**config.mk**
```make
export PLATFORM = sky130hd
export DESIGN_NAME = gcode_line_parser
export DESIGN_NICKNAME = d
export VERILOG_FILES = /design/src/rtl/gclp_pkg.sv /design/src/rtl/gcode_line_parser.sv
export SDC_FILE = /design/constraint.sdc
export NUM_CORES = 2
export LEC_CHECK = 0
export ABC_AREA = 0
export BUFFER_PORTS_ARGS = -buffer_cell sky130_fd_sc_hd__buf_4
export CAP_MARGIN = 40
export CORE_AREA = 2 2 295 224
export DETAILED_ROUTE_END_ITERATION = 8
export DIE_AREA = 0 0 297 226
export PLACE_DENSITY = 0.9
export SLEW_MARGIN = 20
export SYNTH_ARGS = -nofsm -noshare
export SYNTH_HDL_FRONTEND = slang
export SYNTH_SLANG_ARGS = --single-unit
```
**constraint.sdc**
```tcl
create_clock -name clk -period 8.85 [get_ports clk]
set_input_delay 1.77 -clock clk [delete_from_list [all_inputs] [get_ports clk]]
set_output_delay 1.77 -clock clk [all_outputs]
set_load 0.05 [all_outputs]
```
**src/rtl/gclp_pkg.sv**
```systemverilog
// Shared constants and types of the G-code line parser.
`default_nettype none

package gclp_pkg;

	// Widths of the result fields.
	localparam int CODE_W = 12;
	localparam int ARG_W = 32;
	localparam int MASK_W = 12;
	localparam int VAL_W = 17;
	localparam int CNT_W = 3;
	localparam int PT_W = 4;

	// Default nozzle count.
	localparam int NOZZLES_DEF = 12;

	typedef logic [ARG_W-1:0] arg_word_t;
	typedef logic signed [CODE_W-1:0] code_t;

	// Command code constants.
	localparam int G_OFFSET = 1000;
	localparam int NOZZLE_LINE_CODE = 2000;
	localparam int DIR0_DROP = 2;
	localparam int DIR1_DROP = 3;

	// Line kinds.
	localparam logic [1:0] KIND_NONE = 2'd0;
	localparam logic [1:0] KIND_NOZZLE = 2'd1;
	localparam logic [1:0] KIND_G = 2'd2;
	localparam logic [1:0] KIND_M = 2'd3;

	// Digit count limits per word class.
	localparam logic [CNT_W-1:0] LIM_CODE = 3'd3;
	localparam logic [CNT_W-1:0] LIM_FLAG = 3'd1;
	localparam logic [CNT_W-1:0] LIM_DEC = 3'd5;

	// Point position meaning that no point was seen.
	localparam logic [PT_W-1:0] NO_POINT = 4'd15;

	// Characters.
	localparam logic [7:0] CH_NUL = 8'h00;
	localparam logic [7:0] CH_LF = 8'h0A;
	localparam logic [7:0] CH_SP = 8'h20;
	localparam logic [7:0] CH_MINUS = 8'h2D;
	localparam logic [7:0] CH_DOT = 8'h2E;
	localparam logic [7:0] CH_0 = 8'h30;
	localparam logic [7:0] CH_9 = 8'h39;
	localparam logic [7:0] CH_D = 8'h44;
	localparam logic [7:0] CH_E = 8'h45;
	localparam logic [7:0] CH_F = 8'h46;
	localparam logic [7:0] CH_G = 8'h47;
	localparam logic [7:0] CH_I = 8'h49;
	localparam logic [7:0] CH_J = 8'h4A;
	localparam logic [7:0] CH_M = 8'h4D;
	localparam logic [7:0] CH_N = 8'h4E;
	localparam logic [7:0] CH_P = 8'h50;
	localparam logic [7:0] CH_R = 8'h52;
	localparam logic [7:0] CH_S = 8'h53;
	localparam logic [7:0] CH_T = 8'h54;
	localparam logic [7:0] CH_X = 8'h58;
	localparam logic [7:0] CH_Y = 8'h59;
	localparam logic [7:0] CH_Z = 8'h5A;

endpackage

`default_nettype wire

```
**src/rtl/gcode_line_parser.sv**
```systemverilog
// G-code line parser: characters in, one command record per line out.
//
// Usage. Characters arrive on the input channel (in_valid / in_ready, payload func and
// char_in), one transaction per character. func high marks end of stream and closes the
// line like a newline does. Command records leave on the output channel (out_valid /
// out_ready) with the code, six tagged argument words and the nozzle mask.
// Throughput is one character per cycle while in_ready is high. Each character passes
// combinationally into the parser state; a newline or end-of-stream transaction loads
// the output register, so its record is shown in the cycle after acceptance.
// The output register parts the two sides: while a record waits, the parser still takes
// a character in the same cycle the record is taken (in_ready follows out_ready). Only
// when a record waits and out_ready is low does in_ready drop; nothing is lost.
// Reset (arst_n low, asynchronous) clears the open word, the line record, the selected
// nozzles and the remembered nozzle on-mask, and empties the output register.
`default_nettype none

module gcode_line_parser #(
	parameter int NOZZLES = gclp_pkg::NOZZLES_DEF
) (
	input  wire                               clk,
	input  wire                               arst_n,
	input  wire                               in_valid,
	output logic                              in_ready,
	input  wire                               func,
	input  wire  [7:0]                        char_in,
	output logic                              out_valid,
	input  wire                               out_ready,
	output logic signed [gclp_pkg::CODE_W-1:0] command_code,
	output gclp_pkg::arg_word_t               arg_word_1,
	output gclp_pkg::arg_word_t               arg_word_2,
	output gclp_pkg::arg_word_t               arg_word_3,
	output gclp_pkg::arg_word_t               arg_word_4,
	output gclp_pkg::arg_word_t               arg_word_5,
	output gclp_pkg::arg_word_t               arg_word_6,
	output logic [gclp_pkg::MASK_W-1:0]       nozzle_mask
);

	localparam int VW = gclp_pkg::VAL_W;
	localparam int CW = gclp_pkg::CNT_W;
	localparam int PW = gclp_pkg::PT_W;
	localparam int KW = gclp_pkg::CODE_W;
	localparam int MW = gclp_pkg::MASK_W;

	// Parser state: the open word and the line being built.
	logic [7:0]           letter_q;
	logic                 viol_q;
	logic [1:0]           kind_q;
	logic [VW-1:0]        dval_q;
	logic [CW-1:0]        dcnt_q;
	logic [PW-1:0]        point_q;
	logic                 minus_q;
	logic [KW-1:0]        code_q;
	gclp_pkg::arg_word_t  args_q [6];
	logic [NOZZLES-1:0]   sel_q;
	logic [NOZZLES-1:0]   on_q;

	logic [7:0]           letter_n;
	logic                 viol_n;
	logic [1:0]           kind_n;
	logic [VW-1:0]        dval_n;
	logic [CW-1:0]        dcnt_n;
	logic [PW-1:0]        point_n;
	logic                 minus_n;
	logic [KW-1:0]        code_n;
	gclp_pkg::arg_word_t  args_n [6];
	logic [NOZZLES-1:0]   sel_n;
	logic [NOZZLES-1:0]   on_n;

	// Output register.
	logic                 out_valid_q;
	logic [KW-1:0]        cmd_q;
	gclp_pkg::arg_word_t  oarg_q [6];
	logic [MW-1:0]        mask_q;

	logic accept;
	logic is_flush;
	logic is_space;
	logic is_digit;
	logic [3:0] dig;

	assign in_ready = !out_valid_q || out_ready;
	assign accept = in_valid && in_ready;
	assign is_flush = func || (char_in == gclp_pkg::CH_LF);
	assign is_space = !func && (char_in == gclp_pkg::CH_SP);
	assign is_digit = (char_in >= gclp_pkg::CH_0) && (char_in <= gclp_pkg::CH_9);
	assign dig = 4'(char_in - gclp_pkg::CH_0);

	// Decode of the open word's letter into an argument slot and tag.
	logic       is_axis;
	logic [2:0] slot;
	logic [1:0] tag;

	always_comb begin
		is_axis = 1'b1;
		slot = 3'd0;
		tag = 2'd1;
		unique case (letter_q)
			gclp_pkg::CH_X: slot = 3'd0;
			gclp_pkg::CH_Y: slot = 3'd1;
			gclp_pkg::CH_Z: slot = 3'd2;
			gclp_pkg::CH_E: slot = 3'd3;
			gclp_pkg::CH_F: slot = 3'd4;
			gclp_pkg::CH_S: slot = 3'd5;
			gclp_pkg::CH_I: begin
				slot = 3'd2;
				tag = 2'd2;
			end
			gclp_pkg::CH_P: begin
				slot = 3'd4;
				tag = 2'd2;
			end
			gclp_pkg::CH_J: begin
				slot = 3'd5;
				tag = 2'd3;
			end
			gclp_pkg::CH_R: begin
				slot = 3'd4;
				tag = 2'd0;
			end
			default: begin
				is_axis = 1'b0;
			end
		endcase
	end

	// Scale the decimal word to hundredths. Extra fraction digits are dropped through
	// reciprocal multiplies, exact for every value of the digit accumulator.
	logic [CW-1:0] frac;
	logic [34:0]   prod;
	logic [29:0]   scaled;
	logic [29:0]   low;

	always_comb begin
		frac = (point_q <= PW'(dcnt_q)) ? CW'(PW'(dcnt_q) - point_q) : '0;
		prod = '0;
		scaled = '0;
		if (point_q == gclp_pkg::NO_POINT) begin
			scaled = 30'(dval_q) * 30'd100;
		end else begin
			case (frac)
				3'd0: scaled = 30'(dval_q) * 30'd100;
				3'd1: scaled = 30'(dval_q) * 30'd10;
				3'd2: scaled = 30'(dval_q);
				3'd3: begin
					prod = 35'(dval_q) * 35'd52429;
					scaled = 30'(prod >> 19);
				end
				3'd4: begin
					prod = 35'(dval_q) * 35'd167773;
					scaled = 30'(prod >> 24);
				end
				3'd5: begin
					prod = 35'(dval_q) * 35'd134218;
					scaled = 30'(prod >> 27);
				end
				default: scaled = '0;
			endcase
		end
		low = minus_q ? (30'd0 - scaled) : scaled;
	end

	// Nozzle select hit for an N word.
	logic [NOZZLES-1:0] nhit;
	for (genvar i = 0; i < NOZZLES; i++) begin : g_nhit
		assign nhit[i] = (dval_q == VW'(i));
	end

	// Effect of closing the open word.
	logic [KW-1:0]        code_f;
	gclp_pkg::arg_word_t  args_f [6];
	logic [NOZZLES-1:0]   sel_f;
	logic [NOZZLES-1:0]   on_f;

	always_comb begin
		code_f = code_q;
		args_f = args_q;
		sel_f = sel_q;
		on_f = on_q;
		if (!viol_q) begin
			case (letter_q)
				gclp_pkg::CH_G: code_f = KW'(dval_q + VW'(gclp_pkg::G_OFFSET));
				gclp_pkg::CH_M: code_f = dval_q[KW-1:0];
				gclp_pkg::CH_N: sel_f = sel_q | nhit;
				gclp_pkg::CH_D: begin
					if (dval_q == '0) begin
						code_f = code_q - KW'(gclp_pkg::DIR0_DROP);
					end else if (dval_q == VW'(1)) begin
						code_f = code_q - KW'(gclp_pkg::DIR1_DROP);
					end
				end
				gclp_pkg::CH_T: begin
					if (dval_q == VW'(1)) begin
						on_f = on_q | sel_q;
					end else if (dval_q == '0) begin
						on_f = on_q & ~sel_q;
					end
				end
				default: begin
					if (is_axis) begin
						// A word without digits keeps the slot's value and only retags it.
						if (dcnt_q != '0) begin
							args_f[slot] = {tag, low};
						end else begin
							args_f[slot] = {tag, args_q[slot][29:0]};
						end
					end
				end
			endcase
		end
	end

	// Next parser state.
	logic          take;
	logic [CW-1:0] limit;

	always_comb begin
		letter_n = letter_q;
		viol_n = viol_q;
		kind_n = kind_q;
		dval_n = dval_q;
		dcnt_n = dcnt_q;
		point_n = point_q;
		minus_n = minus_q;
		code_n = code_q;
		args_n = args_q;
		sel_n = sel_q;
		on_n = on_q;
		take = 1'b0;
		limit = '0;
		if (is_flush || is_space) begin
			code_n = code_f;
			args_n = args_f;
			sel_n = sel_f;
			on_n = on_f;
			letter_n = gclp_pkg::CH_NUL;
			viol_n = 1'b0;
			dval_n = '0;
			dcnt_n = '0;
			point_n = gclp_pkg::NO_POINT;
			minus_n = 1'b0;
			if (is_flush) begin
				// A line that never got a kind clears the remembered nozzles.
				if (kind_q == gclp_pkg::KIND_NONE) begin
					on_n = '0;
				end
				kind_n = gclp_pkg::KIND_NONE;
				code_n = '0;
				for (int k = 0; k < 6; k++) begin
					args_n[k] = '0;
				end
				sel_n = '0;
			end
		end else if (letter_q == gclp_pkg::CH_NUL) begin
			// First character of a word: its letter, checked against the line kind.
			letter_n = char_in;
			case (char_in)
				gclp_pkg::CH_N: begin
					if (kind_q == gclp_pkg::KIND_NONE || kind_q == gclp_pkg::KIND_NOZZLE) begin
						kind_n = gclp_pkg::KIND_NOZZLE;
					end else begin
						viol_n = 1'b1;
					end
				end
				gclp_pkg::CH_G: begin
					if (kind_q == gclp_pkg::KIND_NONE) kind_n = gclp_pkg::KIND_G;
					else viol_n = 1'b1;
				end
				gclp_pkg::CH_M: begin
					if (kind_q == gclp_pkg::KIND_NONE) kind_n = gclp_pkg::KIND_M;
					else viol_n = 1'b1;
				end
				gclp_pkg::CH_D: begin
					if (kind_q != gclp_pkg::KIND_G) viol_n = 1'b1;
				end
				gclp_pkg::CH_T: begin
					if (kind_q != gclp_pkg::KIND_NOZZLE) viol_n = 1'b1;
				end
				default: begin
				end
			endcase
		end else if (!viol_q) begin
			case (letter_q) inside
				gclp_pkg::CH_G, gclp_pkg::CH_M, gclp_pkg::CH_N: begin
					take = 1'b1;
					limit = gclp_pkg::LIM_CODE;
				end
				gclp_pkg::CH_D, gclp_pkg::CH_T: begin
					take = 1'b1;
					limit = gclp_pkg::LIM_FLAG;
				end
				default: begin
					if (is_axis) begin
						if (char_in == gclp_pkg::CH_MINUS) begin
							minus_n = 1'b1;
						end else if (char_in == gclp_pkg::CH_DOT) begin
							point_n = PW'(dcnt_q);
						end else begin
							take = 1'b1;
							limit = gclp_pkg::LIM_DEC;
						end
					end
				end
			endcase
			if (take) begin
				if (is_digit && (dcnt_q < limit)) begin
					dval_n = VW'(dval_q * VW'(10)) + VW'(dig);
					dcnt_n = dcnt_q + CW'(1);
				end else begin
					viol_n = 1'b1;
				end
			end
		end
	end

	// Record fields for a closing line, taken after the last word is closed.
	logic [MW-1:0] on_wide;
	for (genvar b = 0; b < MW; b++) begin : g_mask
		if (b < NOZZLES) begin : g_on
			assign on_wide[b] = on_f[b];
		end else begin : g_off
			assign on_wide[b] = 1'b0;
		end
	end

	always_ff @(posedge clk or negedge arst_n) begin
		if (!arst_n) begin
			letter_q <= gclp_pkg::CH_NUL;
			viol_q <= 1'b0;
			kind_q <= gclp_pkg::KIND_NONE;
			dval_q <= '0;
			dcnt_q <= '0;
			point_q <= gclp_pkg::NO_POINT;
			minus_q <= 1'b0;
			code_q <= '0;
			args_q <= '{default: '0};
			sel_q <= '0;
			on_q <= '0;
			out_valid_q <= 1'b0;
		end else begin
			if (accept) begin
				letter_q <= letter_n;
				viol_q <= viol_n;
				kind_q <= kind_n;
				dval_q <= dval_n;
				dcnt_q <= dcnt_n;
				point_q <= point_n;
				minus_q <= minus_n;
				code_q <= code_n;
				args_q <= args_n;
				sel_q <= sel_n;
				on_q <= on_n;
			end
			if (accept && is_flush) begin
				out_valid_q <= 1'b1;
			end else if (out_ready) begin
				out_valid_q <= 1'b0;
			end
		end
	end

	// Output payload register; loaded only when a line closes.
	always_ff @(posedge clk) begin
		if (accept && is_flush) begin
			cmd_q <= (kind_q == gclp_pkg::KIND_NOZZLE) ? KW'(gclp_pkg::NOZZLE_LINE_CODE) : code_f;
			for (int k = 0; k < 6; k++) begin
				oarg_q[k] <= (args_f[k][31:30] != 2'd0) ? args_f[k] : '0;
			end
			mask_q <= (kind_q == gclp_pkg::KIND_NOZZLE) ? on_wide : '0;
		end
	end

	assign out_valid = out_valid_q;
	assign command_code = cmd_q;
	assign arg_word_1 = oarg_q[0];
	assign arg_word_2 = oarg_q[1];
	assign arg_word_3 = oarg_q[2];
	assign arg_word_4 = oarg_q[3];
	assign arg_word_5 = oarg_q[4];
	assign arg_word_6 = oarg_q[5];
	assign nozzle_mask = mask_q;

endmodule

`default_nettype wire

```
After elaboration in Yosys (flattened, before gate mapping)

Memories as Yosys holds them, arrays and structs flattened.
Index checks and enable logic that the tools add are counted.

Flip-flop bits (word level): 289
Bits in latches: 0
Bits in writable memories: 192
Bits in read-only memories: 0
Input bits: 13
Output and inout port bits: 218
Word-level logic and storage cells: 256
Memories kept: 1

Add/subtract/negate cells: 8
Multiply operators: 6
Div/mod/pow operators: 0
Order comparisons: 6
Equal/unequal tests: 59
Shift-type cells: 0
Mux-type cells: 103
Bitwise gates (word level): 5
Reduce and logical (&&, ||, !) cells: 49

Memories:

| name   | depth | width | rd ports | clocked after Yosys merged registers in | wr ports | line                    | source |
|---|---|---|---|---|---|---|---|
| oarg_q | 6     | 32    | 6        | 0                                       | 6        | gcode_line_parser.sv:72 | `gclp_pkg::arg_word_t oarg_q [6];` |

Operators by type and width:

| kind                                                | number |
|---|---|
| two-way mux 192 bit                                 | 5 |
| bitwise mux 192 bit                                 | 2 |
| two-way mux 32 bit                                  | 7 |
| == test 8 x 7 -> 1 bit, second input constant       | 20 |
| two-way mux 12 bit                                  | 13 |
| one-hot mux 24 bit (6 select lines)                 | 1 |
| binary-select mux 32 bit (select 3 bit)             | 1 |
| demux 32 bit (select 3 bit)                         | 1 |
| two-way mux 30 bit                                  | 3 |
| two-way mux 17 bit                                  | 5 |
| == test 17 x 3 -> 1 bit, second input constant      | 4 |
| == test 17 x 4 -> 1 bit, second input constant      | 4 |
| two-way mux 3 bit                                   | 14 |
| one-hot mux 12 bit (3 select lines)                 | 1 |
| multiplier 17 x 18 -> 35 bit, second input constant | 1 |
| == test 17 x 2 -> 1 bit, second input constant      | 2 |
| multiplier 17 x 17 -> 34 bit, second input constant | 1 |
| multiplier 17 x 16 -> 33 bit, second input constant | 1 |
| two-way mux 4 bit                                   | 8 |
| subtractor 1 x 30 -> 30 bit, first input constant   | 1 |
| two-way mux 1 bit                                   | 29 |
| nonzero test 2 bit                                  | 14 |
| == test 8 x 6 -> 1 bit, second input constant       | 3 |
| two-way mux 24 bit                                  | 1 |
| other kinds (55)                                    | 94 |

Depth between registers and ports, before layout

Depth after elaboration: 16
Depth in mapped cells: 30
Gate-level depth less buffers: 27

Least setup slack after synthesis

Ideal clock, no wire load.

Path type: in2reg
From: in char_in[4]
To: reg cmd_q[0], in the netlist command_code[0], enable pin
Setup time: 0.665 ns
Data arrival time: 8.883 ns
Required time: 8.185 ns
Setup slack: -0.698 ns
Stages on the path: 5
Buffers on the path: 2
Cell sequence: clkbuf_1 nor2b_1 a41oi_1 nor2_1 clkbuf_1

Word-level cells in the longest chain between the ends: 3

Ends and longest elaborated chain:

| what                   | line                     | source |
|---|---|---|
| start, declared        | gcode_line_parser.sv:25  | `input wire [7:0] char_in,` |
| == test 8 x 4 -> 1 bit | gcode_line_parser.sv:83  | `assign is_flush = func \|\| (char_in == gclp_pkg::CH_LF);` |
| logical OR 1 bit       | gcode_line_parser.sv:83  |  |
| logical AND 1 bit      | gcode_line_parser.sv:363 | `if (accept && is_flush) begin` |
| end signal, assigned   | gcode_line_parser.sv:364 | `cmd_q <= (kind_q == gclp_pkg::KIND_NOZZLE) ? KW'(gclp_pkg::NOZZLE_LINE_CODE) : code_f;` |
| end, declared          | gcode_line_parser.sv:71  | `logic [KW-1:0] cmd_q;` |

Every way passes these cells.
A chain may end at the register's enable or synchronous reset.

==> impl_table.tex <==
\begin{tabular}{lr}
\hline
Metric & Value \\
\hline
\multicolumn{2}{l}{\textbf{STA}} \\
Share of the clock period used by the worst path & a little over nine tenths \\
Relative slew margins & a little under a fifth \\
Maximum clock frequency & between 100 and 150 MHz \\
Setup total negative slack & 0 ns \\
Post-layout min period & 8.633 ns \\
Number of slew-limit violations in the final report & 0 \\
Setup repair after global routing missed its margin & false \\
Final WS setup & between 0.2 and 0.25 ns \\
Final hold viol count & 0 \\
Clock Skew & around 0.044 ns \\
Actual slew at the worst max-slew pin & 1.219 ns \\
Final count of negative-setup-slack endpoints & 0 \\
\multicolumn{2}{l}{\textbf{Layout}} \\
Diode insertion count for antenna repair & 0 \\
Ratio of cells with drive above 1 in the final layout & between 10 and 15\% \\
Number of nets in the layout & roughly 5.1k \\
Growth of design area from synthesis to finish & 11.72\% \\
\multicolumn{2}{l}{\textbf{Setup path}} \\
Maximum fanout encountered on the critical timing path & 12 \\
Reg2Reg Setup Slack & 0.22 ns \\
CP endpoint kind & flip-flop \\
Startpoint-to-endpoint class of the critical path & reg -> reg \\
Arrival time of data at the critical path endpoint & 8.95 ns \\
Reg2reg start & dval\_q[3] \\
Last element of the critical path & oarg\_q[5][20] \\
FF-to-FF path depth & 22 \\
Required time worst endpoint & 9.17 ns \\
R2R Path End & oarg\_q[5][20] \\
Beginning of the critical path & dval\_q[3] \\
Category of the worst setup path launch point & flip-flop \\
\multicolumn{2}{l}{\textbf{Die}} \\
Starting density of the core & about three fifths \\
IO Count & 231 \\
Chip Width & 297 um \\
Rows & between 80 and 90 \\
Total die area & around 67000 sq um \\
Std-Cell Core Area & 64460 sq um \\
Vert. Die Dim & 226 um \\
\multicolumn{2}{l}{\textbf{GRT}} \\
Number of antenna violations at the first check in global routing & 5 \\
Pin count of the biggest net entering global routing & between 150 and 200 \\
Leftover overflow at the end of global routing & 0 \\
All-Layer GR Usage & 40.58\% \\
Global-route wire length before repair & $\sim$210000 um \\
Via count of the first global-routing pass & between 30k and 40k \\
\multicolumn{2}{l}{\textbf{Clock network}} \\
Maximum level of the CTS H-tree & 2 \\
Clock Tree Root & clkbuf\_16 \\
Number of buffers inserted to repair setup after CTS & 0 \\
Insertion delay to the later sink of the worst-skew pair & around 0.6 ns \\
CTS clock-pin slew for the worst setup and hold paths & 0.07 ns \\
Clock Path Buffers & 3 \\
Hold buffers post-CTS & 0 \\
CTS Buf Count & 45 \\
Total number of clock tree sinks & slightly below 500 \\
Clock tree from TritonCTS & yes \\
\multicolumn{2}{l}{\textbf{Detailed routing}} \\
Number of antenna-violating nets in the routed design & 0 \\
Number of search-and-repair iterations in the first detailed-routing pass & 9 \\
Wire length reported by the detailed router & 138100 um \\
Drt initial violations & just under 6k \\
DRC errors left & 1 \\
Total via count after detailed routing & roughly 36k \\
Avg WL per Cell & 26.08 um \\
Vias/cell & 6.799 \\
\multicolumn{2}{l}{\textbf{Synthesis}} \\
Post-Syn Area per Cell & around 9.4 sq um \\
Primary flip-flop cell chosen by synthesis mapping & dfrtp\_1 \\
Synth Cell Area & around 40000 sq um \\
Fraction of post-synthesis cell area in the top cell type by area & between 10\% and 20\% \\
Instance count of the mapped netlist & 4206 \\
Post-synth EDFFs & between 200 and 250 \\
Net count after synthesis & a little under 5k \\
Synth top area cells & dfrtp\_1 (17\%), edfxtp\_1 (16\%), ha\_1 (14\%), fa\_1 (13\%), inv\_1 (5.0\%) \\
Share of flip-flops with an asynchronous set or reset after synthesis & between 50\% and 60\% \\
Post-synthesis cell type with the largest combined area & dfrtp\_1 \\
Register bit total from synthesis & around 480 \\
Number of library cell types mapped by synthesis & 100 \\
Warnings from Yosys & 0 \\
Sequential-to-total area share from yosys stat & 33.18\% \\
\multicolumn{2}{l}{\textbf{Run}} \\
Number of maximum-capacitance violations & 0 \\
\multicolumn{2}{l}{\textbf{Status}} \\
Run status & complete, but fails checks \\
Failing checks & design-rule violations \\
\multicolumn{2}{l}{\textbf{Placed design}} \\
Pre-CTS setup slack & between 0.5 and 0.6 ns \\
HPWL reported at the end of detailed placement & between 100000 and 150000 um \\
Final weighted congestion in routability-driven placement & approximately 1.2 \\
Number of I/O port buffers & 230 \\
\multicolumn{2}{l}{\textbf{Worst hold path}} \\
Class of the tightest hold or removal check & reg -> reg \\
\hline
\end{tabular}
cell usage in the layout (no fill, tap or decap), types with 26 or more instances in the layout:
cell type  count
fa_1         252
a22o_1        36
o22ai_1       28
buf_4        336
a211oi_1      31
edfxtp_1     216
o21ai_0      359
a22oi_1       28
ha_1         445
a21oi_1      170
nor2_1       202
inv_1        531
dfrtp_1      261
and2_1        26
and3_1        37
nand2_1      484
nand3_1      176
a221o_1       53
a221oi_1      29
xnor2_1       38
nand4_1       31
o21ai_1       62
o21a_1        31
nor3_1        44
xor2_1        34
clkbuf_16     45
state kept, by name (all words and copies together) (netlist names):
name          flops
args_q          192
code_q           12
command_code     12
dcnt_q            3
dval_q           17
kind_q            2
letter_q          8
minus_q           1
nozzle_mask      12
oarg_q          192
on_q             12
out_valid         1
point_q           4
sel_q            12
viol_q            1
synthesized netlist by cell type (11+ instances only):
| cell type | instances |
|---|---|
| a22oi_1 | 28 |
| o21ai_1 | 61 |
| nand3_1 | 176 |
| a211oi_1 | 31 |
| and2_1 | 26 |
| a221oi_1 | 29 |
| o22ai_1 | 28 |
| or3_1 | 21 |
| o221ai_1 | 11 |
| nor4_1 | 16 |
| o211ai_1 | 21 |
| fa_1 | 252 |
| mux2i_1 | 14 |
| o21ai_0 | 366 |
| dfrtp_1 | 261 |
| nor2b_1 | 15 |
| nand4_1 | 31 |
| o31ai_1 | 22 |
| a22o_1 | 36 |
| a21o_1 | 23 |
| nor3_1 | 45 |
| nand2_1 | 490 |
| mux2_2 | 12 |
| clkbuf_1 | 169 |
| o21a_1 | 31 |
| inv_1 | 531 |
| buf_2 | 35 |
| xnor2_1 | 38 |
| xor2_1 | 34 |
| a31oi_1 | 21 |
| ha_1 | 446 |
| nand2b_1 | 20 |
| a21oi_1 | 170 |
| or2_2 | 11 |
| edfxtp_1 | 216 |
| nor2_1 | 206 |
| a221o_1 | 53 |
| and3_1 | 37 |
worst max-delay path, cell delays in order (launching register included):
cell,delay (ns)
dfrtp_1,0.58
buf_4,0.36
ha_1,0.48
inv_1,0.19
fa_1,0.51
fa_1,0.53
fa_1,0.52
fa_1,0.51
fa_1,0.55
inv_1,0.04
ha_1,0.39
a21oi_1,0.24
o21a_1,0.21
o221ai_1,0.14
nor3b_2,0.55
xnor2_1,0.20
nor2_1,0.14
nor4b_4,0.44
and4b_1,0.40
nand4_1,0.27
nor2_1,0.27
nor3_1,0.16
o41ai_1,0.67
layout make-up:
class,instances,area [sq um]
Sequential cell,481,13120
Multi-Input combinational cell,2979,23700
Inverter,531,1993
Clock buffer,57,1221
Clock inverter,27,312.8
Fill cell,4779,20270
Timing Repair Buffer,349,2741
Tap cell,871,1090
stage by stage:
| stage | instances | hold WS [ns] | cell area, sq um | utilization [%] |
|---|---|---|---|---|
| after floorplan | 4206 | 0.4599 | 39550 | - |
| after global placement | 5196 | 0.4813 | 42440 | 65.84 |
| after CTS | 5288 | 0.5066 | 44110 | 68.44 |
| after detailed placement | 5204 | 0.4927 | 42580 | 66.06 |
| final | 5295 | 0.5103 | 44180 | 68.55 |
| after global routing | 5295 | 0.5226 | 44180 | 68.55 |
per-layer routing:
layer	share of wire, %	track usage, %	vias to the layer above
met3	18	18.85	728
met5	0.033	0	-
li1	-	-	15090
met1	36	54.54	16980
met2	40	55.81	3191
met4	5.6	18.00	8
cell families after synthesis:
family,after synthesis,share of synthesized area (%)
xor gates and xnor gates,73,1.636
buffers and inverters,746,7.238
AOI/OAI and AO/OA,1032,16.80
muxes,26,0.6960
and+or+nand+nor,1150,13.58
adders and majority gates,698,26.86
DFF,481,33.18
worst min-delay path by stage:
stage	cells past startpoint	slack, ns	to	from
finish	2	0.51	code_q[8]	code_q[8]
global route	2	0.52	on_q[9]	on_q[9]
CTS	2	0.51	args_q[138]	args_q[138]
detailed placement	1	0.49	args_q[63]	args_q[63]
global placement	1	0.48	args_q[95]	args_q[95]
floorplan	1	0.46	args_q[95]	args_q[95]
repair_timing:
item / in CTS / in global routing
endpoints found under the hold margin: 0 / 0
endpoints found under the setup margin: 0 / 2
gates resized for setup: 0 / 1
Power is left out: the tool's default activity adds up to more than one toggle a clock period on the data nets, which glitch-free logic cannot reach.
